$ cat config.mk
export PLATFORM = sky130hd
export DESIGN_NAME = modem_frame_deframer
export DESIGN_NICKNAME = d
export VERILOG_FILES = /design/src/hw/rtl/mfd_pkg.sv /design/src/hw/rtl/mfd_parser.sv /design/src/hw/rtl/modem_frame_deframer.sv
export SDC_FILE = /design/constraint.sdc
export NUM_CORES = 1
export LEC_CHECK = 0
export BUFFER_PORTS_ARGS = -buffer_cell sky130_fd_sc_hd__buf_4
export CAP_MARGIN = 20
export CELL_PAD_IN_SITES_DETAIL_PLACEMENT = 0
export CELL_PAD_IN_SITES_GLOBAL_PLACEMENT = 1
export CORE_ASPECT_RATIO = 1.25
export CORE_MARGIN = 2
export CORE_UTILIZATION = 46
export DETAILED_ROUTE_END_ITERATION = 16
export PLACE_DENSITY_LB_ADDON = 0.3
export RECOVER_POWER = 25
export SLEW_MARGIN = 5
export SYNTH_ARGS = -nofsm -noshare
export SYNTH_HDL_FRONTEND = slang
export SYNTH_SLANG_ARGS = --single-unit
export TNS_END_PERCENT = 100
$ cat constraint.sdc
create_clock -name clk_i -period 4.82 [get_ports clk_i]
set_input_delay 0.482 -clock clk_i [delete_from_list [all_inputs] [get_ports clk_i]]
set_output_delay 0.482 -clock clk_i [all_outputs]
set_load 0.05 [all_outputs]
$ cat src/hw/rtl/mfd_pkg.sv
// Shared constants, types and helpers for the modem frame deframer.
package mfd_pkg;

  localparam logic [7:0] StartByte   = 8'hD0;
  localparam logic [7:0] TypeMask    = 8'h7F;
  localparam logic [7:0] LimitReset  = 8'd100;
  localparam logic [8:0] HeaderLast  = 9'd4;
  localparam logic [7:0] BitTxEn     = 8'h02;
  localparam logic [7:0] BitCksum    = 8'h08;

  localparam logic [8:0] PosLenLow   = 9'd1;
  localparam logic [8:0] PosLenHigh  = 9'd2;
  localparam logic [8:0] PosType     = 9'd3;
  localparam logic [8:0] PosStatA    = 9'd4;
  localparam logic [8:0] PosStatB    = 9'd5;
  localparam logic [8:0] PosSpace    = 9'd8;
  localparam logic [8:0] PosUsed     = 9'd9;

  localparam logic [7:0] TypeFirst   = 8'h10;
  localparam logic [7:0] TypeLast    = 8'h1B;
  localparam logic [7:0] TypeTest    = 8'h1F;
  localparam logic [3:0] KindStatus  = 4'd0;
  localparam logic [3:0] KindTest    = 4'd12;
  localparam logic [3:0] KindUnknown = 4'd13;

  typedef enum logic [2:0] {
    PH_HUNT    = 3'b001,
    PH_HEADER  = 3'b010,
    PH_PAYLOAD = 3'b100
  } phase_e;

  typedef struct packed {
    logic [7:0] frame_byte;
    logic [8:0] byte_index;
    logic       frame_end;
    logic       frame_error;
    logic [3:0] frame_kind;
    logic [8:0] frame_length;
    logic       tx_enabled;
    logic       checksum_on;
    logic       transmitting;
    logic [7:0] tx_space;
    logic [7:0] tx_free;
  } result_t;

  function automatic logic [3:0] dense_kind(input logic [7:0] type_byte);
    logic [7:0] t;
    logic [7:0] off;
    t   = type_byte & TypeMask;
    off = t - TypeFirst;
    if (t >= TypeFirst && t <= TypeLast) begin
      dense_kind = off[3:0];
    end else if (t == TypeTest) begin
      dense_kind = KindTest;
    end else begin
      dense_kind = KindUnknown;
    end
  endfunction

endpackage

$ cat src/hw/rtl/mfd_parser.sv
// Frame parser: phase tracking, header decode, status capture and result build.
module mfd_parser import mfd_pkg::*; (
  input  logic       clk_i,
  input  logic       rst_ni,
  input  logic       step_i,
  input  logic [7:0] byte_i,
  input  logic [7:0] limit_i,
  output logic       emit_o,
  output result_t    res_o
);

  phase_e     phase_q, phase_d;
  logic [8:0] pos_q, pos_d;
  logic [7:0] len_low_q, len_low_d;
  logic       len_big_q, len_big_d;
  logic [7:0] left_q, left_d;
  logic [3:0] kind_q, kind_d;
  logic [7:0] cap_q [4];
  logic [7:0] cap_d [4];

  always_comb begin
    logic finish;
    logic [8:0] pos_inc;
    finish   = 1'b0;
    pos_inc  = pos_q + 9'd1;
    phase_d  = phase_q;
    pos_d    = pos_q;
    len_low_d = len_low_q;
    len_big_d = len_big_q;
    left_d   = left_q;
    kind_d   = kind_q;
    for (int i = 0; i < 4; i++) begin
      cap_d[i] = cap_q[i];
    end
    emit_o = 1'b0;
    res_o  = '0;
    res_o.frame_byte = byte_i;

    case (phase_q)
      PH_HUNT: begin
        if (byte_i == StartByte) begin
          emit_o    = 1'b1;
          phase_d   = PH_HEADER;
          pos_d     = '0;
          len_low_d = '0;
          len_big_d = 1'b0;
          left_d    = '0;
          kind_d    = KindStatus;
          for (int i = 0; i < 4; i++) begin
            cap_d[i] = '0;
          end
        end
      end
      PH_HEADER, PH_PAYLOAD: begin
        emit_o = 1'b1;
        pos_d  = pos_inc;
        res_o.byte_index = pos_inc;
        if (pos_inc == PosStatA) cap_d[0] = byte_i;
        if (pos_inc == PosStatB) cap_d[1] = byte_i;
        if (pos_inc == PosSpace) cap_d[2] = byte_i;
        if (pos_inc == PosUsed)  cap_d[3] = byte_i;
        if (phase_q == PH_HEADER) begin
          if (pos_inc == PosLenLow) begin
            len_low_d = byte_i;
          end else if (pos_inc == PosLenHigh) begin
            len_big_d = (byte_i != 8'd0);
          end else if (pos_inc == PosType) begin
            kind_d = dense_kind(byte_i);
          end else begin
            left_d = len_low_q;
            if (len_big_q || len_low_q >= limit_i) begin
              res_o.frame_end   = 1'b1;
              res_o.frame_error = 1'b1;
              phase_d = PH_HUNT;
            end else if (len_low_q == 8'd0) begin
              finish = 1'b1;
            end else begin
              phase_d = PH_PAYLOAD;
            end
          end
        end else begin
          if (left_q != 8'd0) left_d = left_q - 8'd1;
          if (left_q <= 8'd1) finish = 1'b1;
        end
      end
      default: begin
        phase_d = PH_HUNT;
      end
    endcase

    if (finish) begin
      phase_d = PH_HUNT;
      res_o.frame_end    = 1'b1;
      res_o.frame_kind   = kind_q;
      res_o.frame_length = pos_inc + 9'd1;
      if (kind_q == KindStatus) begin
        res_o.tx_enabled   = (cap_d[0] & BitTxEn) != 8'd0;
        res_o.checksum_on  = (cap_d[0] & BitCksum) != 8'd0;
        res_o.transmitting = (cap_d[1] & BitTxEn) != 8'd0;
        res_o.tx_space     = cap_d[2];
        res_o.tx_free      = (cap_d[2] > cap_d[3]) ? (cap_d[2] - cap_d[3]) : 8'd0;
      end
    end
  end

  always_ff @(posedge clk_i or negedge rst_ni) begin
    if (!rst_ni) begin
      phase_q   <= PH_HUNT;
      pos_q     <= '0;
      len_low_q <= '0;
      len_big_q <= 1'b0;
      left_q    <= '0;
      kind_q    <= KindStatus;
      for (int i = 0; i < 4; i++) begin
        cap_q[i] <= '0;
      end
    end else if (step_i) begin
      phase_q   <= phase_d;
      pos_q     <= pos_d;
      len_low_q <= len_low_d;
      len_big_q <= len_big_d;
      left_q    <= left_d;
      kind_q    <= kind_d;
      for (int i = 0; i < 4; i++) begin
        cap_q[i] <= cap_d[i];
      end
    end
  end

endmodule

$ cat src/hw/rtl/modem_frame_deframer.sv
// Top level of the modem frame deframer: input register, parser, result register.
// Takes one received byte per cycle unless out_stall_i holds the result register;
// each byte passes the input register, then the parser logic, then the result
// register. Bytes dropped while hunting for the start byte give no result. The
// length limit register (cfg_wr_en_i/cfg_wr_data_i, resets to 100) must be written
// by the user only while the block is idle; the block does not enforce this.
module modem_frame_deframer import mfd_pkg::*; (
  input  logic       clk_i,
  input  logic       rst_ni,
  input  logic       cfg_wr_en_i,
  input  logic [7:0] cfg_wr_data_i,
  input  logic       in_valid_i,
  output logic       in_stall_o,
  input  logic [7:0] rx_byte_i,
  output logic       out_valid_o,
  input  logic       out_stall_i,
  output logic [7:0] frame_byte_o,
  output logic [8:0] byte_index_o,
  output logic       frame_end_o,
  output logic       frame_error_o,
  output logic [3:0] frame_kind_o,
  output logic [8:0] frame_length_o,
  output logic       tx_enabled_o,
  output logic       checksum_on_o,
  output logic       transmitting_o,
  output logic [7:0] tx_space_o,
  output logic [7:0] tx_free_o
);

  logic       in_valid_q;
  logic [7:0] in_byte_q;
  logic       out_valid_q;
  result_t    out_q;
  logic [7:0] limit_q;
  logic       out_free;
  logic       advance;
  logic       emit;
  result_t    res;

  assign out_free   = !out_valid_q || !out_stall_i;
  assign advance    = in_valid_q && out_free;
  assign in_stall_o = in_valid_q && !out_free;

  mfd_parser u_parser (
    .clk_i   (clk_i),
    .rst_ni  (rst_ni),
    .step_i  (advance),
    .byte_i  (in_byte_q),
    .limit_i (limit_q),
    .emit_o  (emit),
    .res_o   (res)
  );

  always_ff @(posedge clk_i or negedge rst_ni) begin
    if (!rst_ni) begin
      limit_q <= LimitReset;
    end else if (cfg_wr_en_i) begin
      limit_q <= cfg_wr_data_i;
    end
  end

  always_ff @(posedge clk_i or negedge rst_ni) begin
    if (!rst_ni) begin
      in_valid_q <= 1'b0;
    end else if (in_valid_i && !in_stall_o) begin
      in_valid_q <= 1'b1;
    end else if (advance) begin
      in_valid_q <= 1'b0;
    end
  end

  always_ff @(posedge clk_i) begin
    if (in_valid_i && !in_stall_o) begin
      in_byte_q <= rx_byte_i;
    end
  end

  always_ff @(posedge clk_i or negedge rst_ni) begin
    if (!rst_ni) begin
      out_valid_q <= 1'b0;
    end else if (out_free) begin
      out_valid_q <= advance && emit;
    end
  end

  always_ff @(posedge clk_i) begin
    if (out_free && advance && emit) begin
      out_q <= res;
    end
  end

  assign out_valid_o    = out_valid_q;
  assign frame_byte_o   = out_q.frame_byte;
  assign byte_index_o   = out_q.byte_index;
  assign frame_end_o    = out_q.frame_end;
  assign frame_error_o  = out_q.frame_error;
  assign frame_kind_o   = out_q.frame_kind;
  assign frame_length_o = out_q.frame_length;
  assign tx_enabled_o   = out_q.tx_enabled;
  assign checksum_on_o  = out_q.checksum_on;
  assign transmitting_o = out_q.transmitting;
  assign tx_space_o     = out_q.tx_space;
  assign tx_free_o      = out_q.tx_free;

endmodule
==> summary.txt, run 1 <==
Outcome
  – Outcome: finished, violations left
  – Violated checks: capacitance limit, slew limit

Floorplan
  – Rows: 48
  – Num ports: 74
  – Initial core utilization: between 40% and 50%
  – Die height: ~140 µm
  – Die Footprint: between 10000 and 15000 µm²
  – CORE AREA: ~14000 µm²
  – Die outline width: 109 µm

Timing
  – Final Hold Fails: 0
  – Final Max Tran Viols: between 60 and 70
  – Tightest Pin Transition: between 3 and 4 ns
  – Relative slew slack: -127%
  – Min Clock Period, post-route: around 4.5 ns
  – Final setup fails: 0
  – RSZ-0062 raised after global routing: false
  – Setup TNS: 0 ns
  – Achievable Freq: ~220 MHz
  – Final period utilization: 93.6%
  – Skew final: ~0.0072 ns

Finish
  – Filler cell count: approximately 1.2k
  – Area grow syn2layout: 21.1%
  – Post-layout nets: roughly 730
  – Layout cells sized above 1: between 20% and 30%
  – Cell Count, Final, Fillers Out: 871
  – Register area: about 3300 µm²
  – Diodes inserted: 0
  – Area of the multi-input gates: 2800 µm²

Worst setup path
  – WS Path Type: register to register
  – Crit-path max FO: 8
  – Worst endpoint data arrival time: ~4.8 ns
  – Data required time of the worst path: roughly 5 ns
  – Setup crit end kind: register
  – R2R cell count: 16
  – Flop-to-flop setup slack: approximately 0.31 ns
  – R2r endpoint: tx_free_o[2]
  – Critical R2R Launch: u_parser.pos_q[1]
  – Startpoint types: register

Clock tree
  – TritonCTS buffer count: 17
  – CTS max path bufs: 2
  – # clock sinks: around 120
  – Clk_lat worst skew: 0.42 ns
  – Clock-pin slew on the worst setup and hold paths: approximately 0.06 ns
  – Clock tree root buffer cell: clkbuf_16
  – CTS tree: yes
  – H-tree depth: 4

Logic synthesis
  – Mapped Cells: 601
  – Count leader, synth: nand2_1
  – Most used DFF post-synth: edfxtp_1
  – Post-synth EDFFs: roughly 60
  – Commonest cells in the netlist: 75 x nand2_1, 59 x edfxtp_1, 58 x dfrtp_1
  – Ys async rst share: 51.2%
  – Mapped Nets: between 600 and 700
  – Biggest area consumer among synthesized cells: edfxtp_1
  – Cell variety after synth: 77
  – Avg Inst Size Synth: 10.6 µm²
  – Ranking of synthesized cells by area: edfxtp_1 28%, dfrtp_1 23%, nand2_1 4.4%
  – Top cell type's share of synthesized area: between 20% and 30%
  – Synth Cell Area: around 6400 µm²
  – Warnings from Yosys: 0
  – Synth Register Bits: between 100 and 150
  – Seq/Total Area, Yosys: 52.1%

Placement
  – Placed wire-length estimate: about 11000 µm
  – Buffers on Ports: 73
  – Placer congestion estimate: roughly 0.85
  – Placed insts: about 840

Route
  – Routed Antenna Nets: 0
  – # DRC: 0
  – M1 WL: approximately 6400 µm
  – Met3 wire length: about 800 µm
  – Violation count after the first detailed-route iteration: around 260
  – DR vias/cell: between 5 and 6
  – DR vias: approximately 5.0k
  – Met2 WL: about 7700 µm
  – Routed length per placed instance: around 18 µm
  – DR top layer: met4
  – DR pass1 iterations: 5
  – Total wire length: between 15000 and 20000 µm

Global route
  – First-pass GRT wire length: 24900 µm
  – Initial antenna violation count: 0
  – Vias in the first global route: between 4k and 5k
  – Gr ovfl total: 0
  – Largest net degree at the start of global routing: 63
  – Total GRT Usage: between 20 and 25%

Power and ir drop
  – Sw frac: approximately a quarter
  – Logic pwr share: between 10% and 20%
  – Sw power: 716 µW
  – Max VDD drop: roughly 0.00022 V
  – Internal power: between 1500 and 2000 µW
  – Sequential share of power: roughly 43%
  – Leakage power: approximately 0.0033 µW
  – Pwr/cell area: 348 nW/µm²
  – Total chip power: ~2700 µW
  – Clock power frac: 45.2%

Min path
  – Hold_sp: rx_byte_i[4]
  – Worst Hold Path EP: in_byte_q[4]
  – Worst Hold Class: primary input to register
  – Hold depth: 1

Job
  – Max Cap Viol: 1
cell families (layout without fill, tap and decap cells):
group,Yosys count,count (layout),share of synthesized area [%]
and+or+nand+nor,219,219,17.7
AOI/OAI and AO/OA,145,145,16.7
xor gates and xnor gates,19,19,2.61
buffers and inverters,61,156,4.17
adders and majority gates,23,23,4.62
DFF,121,121,52.1
muxes,13,13,2.12
critical path, stage by stage (launching register included):
cell and delay [ns]:
dfrtp_1 0.39, ha_1 0.24, and3_4 0.17, or4_4 0.44, a211o_4 0.41, o41ai_2 0.42
nand2b_1 0.14, buf_4 0.18, a22o_1 0.23, ha_1 0.21, fa_1 0.38, nor2b_1 0.20
o21a_1 0.15, o21ai_0 0.11, a21oi_1 0.26, o31ai_2 0.16, nor4_2 0.24
power groups by stage:
stage	logic, µW	registers [µW]	clock network (µW)
6_report	328	1150	1220
5_1_grt	366	1150	1280
4_1_cts	329	1150	1230
3_5_place_dp	325	1170	0
3_3_place_gp	321	1160	0
2_1_floorplan	225	1160	0
stage by stage:
| stage | cell area (µm²) | hold slack [ns] | util, % | setup slack (ns) |
|---|---|---|---|---|
| after floorplan | 6380 | 0.186 | - | 0.516 |
| after global placement | 7160 | 0.465 | 52.3 | 0.398 |
| after detailed placement | 7160 | 0.479 | 52.3 | 0.253 |
| after CTS | 7740 | 0.186 | 56.5 | 0.225 |
| after global routing | 7730 | 0.245 | 56.5 | 0.0900 |
| final | 7730 | 0.263 | 56.5 | 0.309 |
layout by cell type, fill, tap and decap left out, drive strengths merged, types with 12 or more instances in the layout:
cell type	n
buf	84
nand2	76
edfxtp	59
dfrtp	58
nor2	46
inv	32
clkbuf	31
o21ai	29
ha	22
nor3	21
a22oi	17
a21oi	14
a22o	13
a211oi	13
xnor2	12
worst max path at each step:
stage,cells after the start,slack [ns],startpoint,endpoint
2_1_floorplan,16,0.52,u_parser.pos_q[1],tx_free_o[3]
3_3_place_gp,15,0.40,u_parser.pos_q[0],tx_free_o[7]
3_5_place_dp,14,0.25,u_parser.pos_q[0],tx_free_o[5]
4_1_cts,14,0.22,u_parser.pos_q[1],tx_free_o[5]
5_1_grt,16,0.09,u_parser.pos_q[1],tx_free_o[4]
6_report,16,0.31,u_parser.pos_q[1],tx_free_o[2]
registers in the layout (all words and copies together), names as in the netlist, 9 cells and up:
name,cells
frame_length_o,9
u_parser.pos_q,9
u_parser.cap_q,19
byte_index_o,9
area by class of cell:
type / count / area share (%)
inverter: 30 / 1.47
sequential: 121 / 43.0
tap: 175 / 2.83
clock inverter: 11 / 1.12
clock buffer: 21 / 6.37
multi-input combinational: 419 / 36.1
timing repair buffer: 94 / 9.03
routing by layer:
metal  track usage [%]  vias to the layer above
met4              8.72                        0
met1              27.5                     2396
met3              4.43                       28
met2              36.7                      150
met5                 0                        -
li1                  -                     2379
what timing repair did:
item                                    CTS  global route
endpoints found under the setup margin    0             2
hold buffers                              0             0
gates resized for setup                   0             1
buffers inserted                          0             0
Power figures use the tool's default switching activity.
==> run 2: changes to the inputs <==
--- a/config.mk
+++ b/config.mk
@@ -5,13 +5,14 @@
 export SDC_FILE = /design/constraint.sdc
 export NUM_CORES = 1
 export LEC_CHECK = 0
+export ABC_AREA = 1
 export BUFFER_PORTS_ARGS = -buffer_cell sky130_fd_sc_hd__buf_4
 export CAP_MARGIN = 20
 export CELL_PAD_IN_SITES_DETAIL_PLACEMENT = 0
 export CELL_PAD_IN_SITES_GLOBAL_PLACEMENT = 1
 export CORE_ASPECT_RATIO = 1.25
 export CORE_MARGIN = 2
-export CORE_UTILIZATION = 46
+export CORE_UTILIZATION = 45
 export DETAILED_ROUTE_END_ITERATION = 16
 export PLACE_DENSITY_LB_ADDON = 0.3
 export RECOVER_POWER = 25
==> run 2 against run 1 <==
Net effect: the run still ends with capacitance limit, slew limit left; total power up 100%; utilization decreased by 0.98 points; die area grew 2.6%; clock-buffer cell count is 1 lower; critical endpoint is now tx_free_o[6].
==> summary.txt, run 2 <==
Timing
  – Relative slew slack: -132%
  – Achievable Freq: roughly 230 MHz
  – Final setup fails: 0
  – Final period utilization: between 80 and 90%
  – Final Hold Fails: 0
  – Skew final: roughly 0.011 ns
  – Tightest Pin Transition: 3.48 ns
  – Min Clock Period, post-route: about 4.3 ns
  – RSZ-0062 raised after global routing: false
  – Final Max Tran Viols: 63
  – Setup TNS: 0 ns
  – Hold WS: between 0.2 and 0.3 ns
  – Setup WS post-layout: between 0.5 and 0.6 ns

Logic synthesis
  – Synth Register Bits: between 100 and 150
  – Post-Synth XOR/XNOR Area: 2.05%
  – Top cell type's share of synthesized area: between 20% and 30%
  – Combinational family with the most area after synthesis: simple AND/OR/NAND/NOR gates
  – Cell variety after synth: 52
  – Mapped Cells: around 710
  – Commonest cells in the netlist: 153 x nand2_1, 100 x inv_1, 66 x nor2_1
  – Ys async rst share: 51.2%
  – Count leader, synth: nand2_1
  – Fraction of the mapped netlist area in compound gates: approximately 13%
  – Biggest area consumer among synthesized cells: edfxtp_1
  – Mapped Nets: 752
  – Ranking of synthesized cells by area: edfxtp_1 28%, dfrtp_1 23%, nand2_1 9.0%
  – Avg Inst Size Synth: between 9 and 10 µm²
  – Post-synthesis simple-gate area fraction: roughly a fifth
  – Seq/Total Area, Yosys: around half
  – Most used DFF post-synth: edfxtp_1
  – Adder-Cell Fraction of Synth Area: roughly 4.6%
  – Mux cell area share after synthesis: less than 1%
  – Post-synth EDFFs: between 50 and 60
  – Synth Cell Area: about 6400 µm²
  – Warnings from Yosys: 0

Clock tree
  – TritonCTS buffer count: 17
  – Clock-pin slew on the worst setup and hold paths: 0.06 ns
  – # clock sinks: around 120
  – Hold-fix buffers, CTS: 0
  – H-tree depth: 4
  – Clk_lat worst skew: around 0.42 ns
  – Cts repair resizes: 0
  – Clock tree root buffer cell: clkbuf_16
  – Post-CTS Repair Setup Buffers: 0
  – CTS max path bufs: 2
  – CTS tree: yes

Finish
  – Commonest non-fill, non-tap cell in the layout: nand2_1
  – Post-layout nets: around 830
  – Max FFs per register: 19
  – Area grow syn2layout: 20.0%
  – Commonest non-fill, non-tap cells in the layout: 153 x nand2_1, 100 x inv_1, 66 x nor2_1, 66 x buf_4, 59 x edfxtp_1
  – Layout cells sized above 1: roughly a fifth
  – Filler cell count: about 1.3k
  – Area of the multi-input gates: 2590 µm²
  – Register area: between 3000 and 4000 µm²
  – Post-layout util: between 50 and 60%
  – Diodes inserted: 0
  – Largest Register: u_parser.cap_q

Global route
  – Initial antenna violation count: 0
  – Gr ovfl total: 0
  – First-pass GRT wire length: roughly 25000 µm
  – Largest net degree at the start of global routing: 65
  – Vias in the first global route: approximately 4.9k
  – Total GRT Usage: between 20% and 30%

Floorplan
  – Num ports: 74
  – Rows: between 40 and 50
  – Initial core utilization: 46.2%
  – Die outline width: around 110 µm
  – Die Footprint: ~15000 µm²
  – CORE AREA: around 14000 µm²
  – Die height: between 100 and 150 µm

Route
  – Routed length per placed instance: approximately 15 µm
  – DR vias: approximately 5.1k
  – DR vias/cell: roughly 5.2
  – Violation count after the first detailed-route iteration: a little under 300
  – Routed Antenna Nets: 0
  – DR pass1 iterations: 6
  – # DRC: 0
  – Total wire length: around 15000 µm

Min path
  – Hold_sp: rx_byte_i[2]
  – Worst Hold Path EP: in_byte_q[2]
  – Worst Hold Class: primary input to register
  – Hold depth: 1

Placement
  – Placer congestion estimate: a little over 0.9
  – Placement Setup Slack: about 0.6 ns
  – Placed wire-length estimate: about 11000 µm
  – Buffers on Ports: 73

Outcome
  – Outcome: finished, violations left
  – Violated checks: capacitance limit, slew limit

Power and ir drop
  – Pwr/cell area: 711 nW/µm²
  – Total chip power: about 5500 µW
  – Max VDD drop: roughly 0.00045 V
  – Leakage power: about 0.0035 µW

Worst setup path
  – CP bufs+invs: 1
  – Critical R2R Launch: u_parser.pos_q[0]
  – Crit-path max FO: 11
  – R2r endpoint: tx_free_o[6]
  – Crit path cell chain: ha_1 -> xnor2_1 -> inv_1 -> nor3_1 -> nand3_1 -> nand2_1 -> nand2_1 -> nand2_1 -> o21ai_1 -> ha_1 -> fa_1 -> o21ai_0 -> a21oi_1 -> o21ai_0 -> xnor2_1 -> nor2_1
  – Worst path max stage delay: approximately 0.5 ns
  – Data required time of the worst path: 5.00 ns
  – Most used cell, CP: nand2_1
  – CP delay by family, top: simple AND/OR/NAND/NOR gates
  – Flop-to-flop setup slack: approximately 0.54 ns
  – Setup crit end kind: register
  – CP max stage cell: xnor2_1
  – Startpoint types: register
  – Worst endpoint data arrival time: 4.46 ns
  – Setup crit start: u_parser.pos_q[0]
  – R2R cell count: 16
  – WS Path Type: register to register

Job
  – Max Cap Viol: 1
[run 2: worst max path at each step]
stage	endpoint	slack, ns	cells past startpoint
after floorplan	tx_free_o[6]	1.38	16
after global placement	tx_free_o[1]	0.73	16
after detailed placement	tx_free_o[6]	0.60	16
after CTS	tx_free_o[6]	0.59	16
after global routing	tx_free_o[5]	0.18	16
final	tx_free_o[6]	0.54	16
[run 2: kinds of logic after synthesis]
logic type                 count (synthesis)
and+or+nand+nor                          295
adders and majority gates                 23
muxes                                      1
AOI/OAI and AO/OA                        131
buffers and inverters                    122
xor gates and xnor gates                  15
DFF                                      121
[run 2: where the power goes]
| part | internal, µW | total [µW] | switching, µW | leakage [µW] |
|---|---|---|---|---|
| Sequential | 1380 | 1560 | 187 | 0.00136 |
| Clock | 783 | 1240 | 459 | 0.000280 |
| Combinational | 881 | 2670 | 1790 | 0.00184 |
| Total | 3040 | 5480 | 2440 | 0.00348 |
[run 2: metrics by stage]
stage / std cells / area, µm²
2_1_floorplan: 708 / 6420
3_3_place_gp: 943 / 7120
3_5_place_dp: 944 / 7120
4_1_cts: 976 / 7700
5_1_grt: 976 / 7700
6_report: 976 / 7700
[run 2: metal layers]
layer / share of wire, % / vias up / GRT usage [%]
met3: 4.1 / 20 / 5.02
met5: 0 / - / 0
met2: 51 / 126 / 37.1
met4: 1.8 / 0 / 7.78
li1: - / 2514 / -
met1: 43 / 2418 / 24.7
[run 2: cell type report]
type	count	area share, %
well taps	175	2.84
multi-input cells	465	33.6
inverters	106	5.20
clock inverters	12	1.61
clock buffers	20	5.93
repair buffers	77	7.59
flip-flops and latches	121	43.2
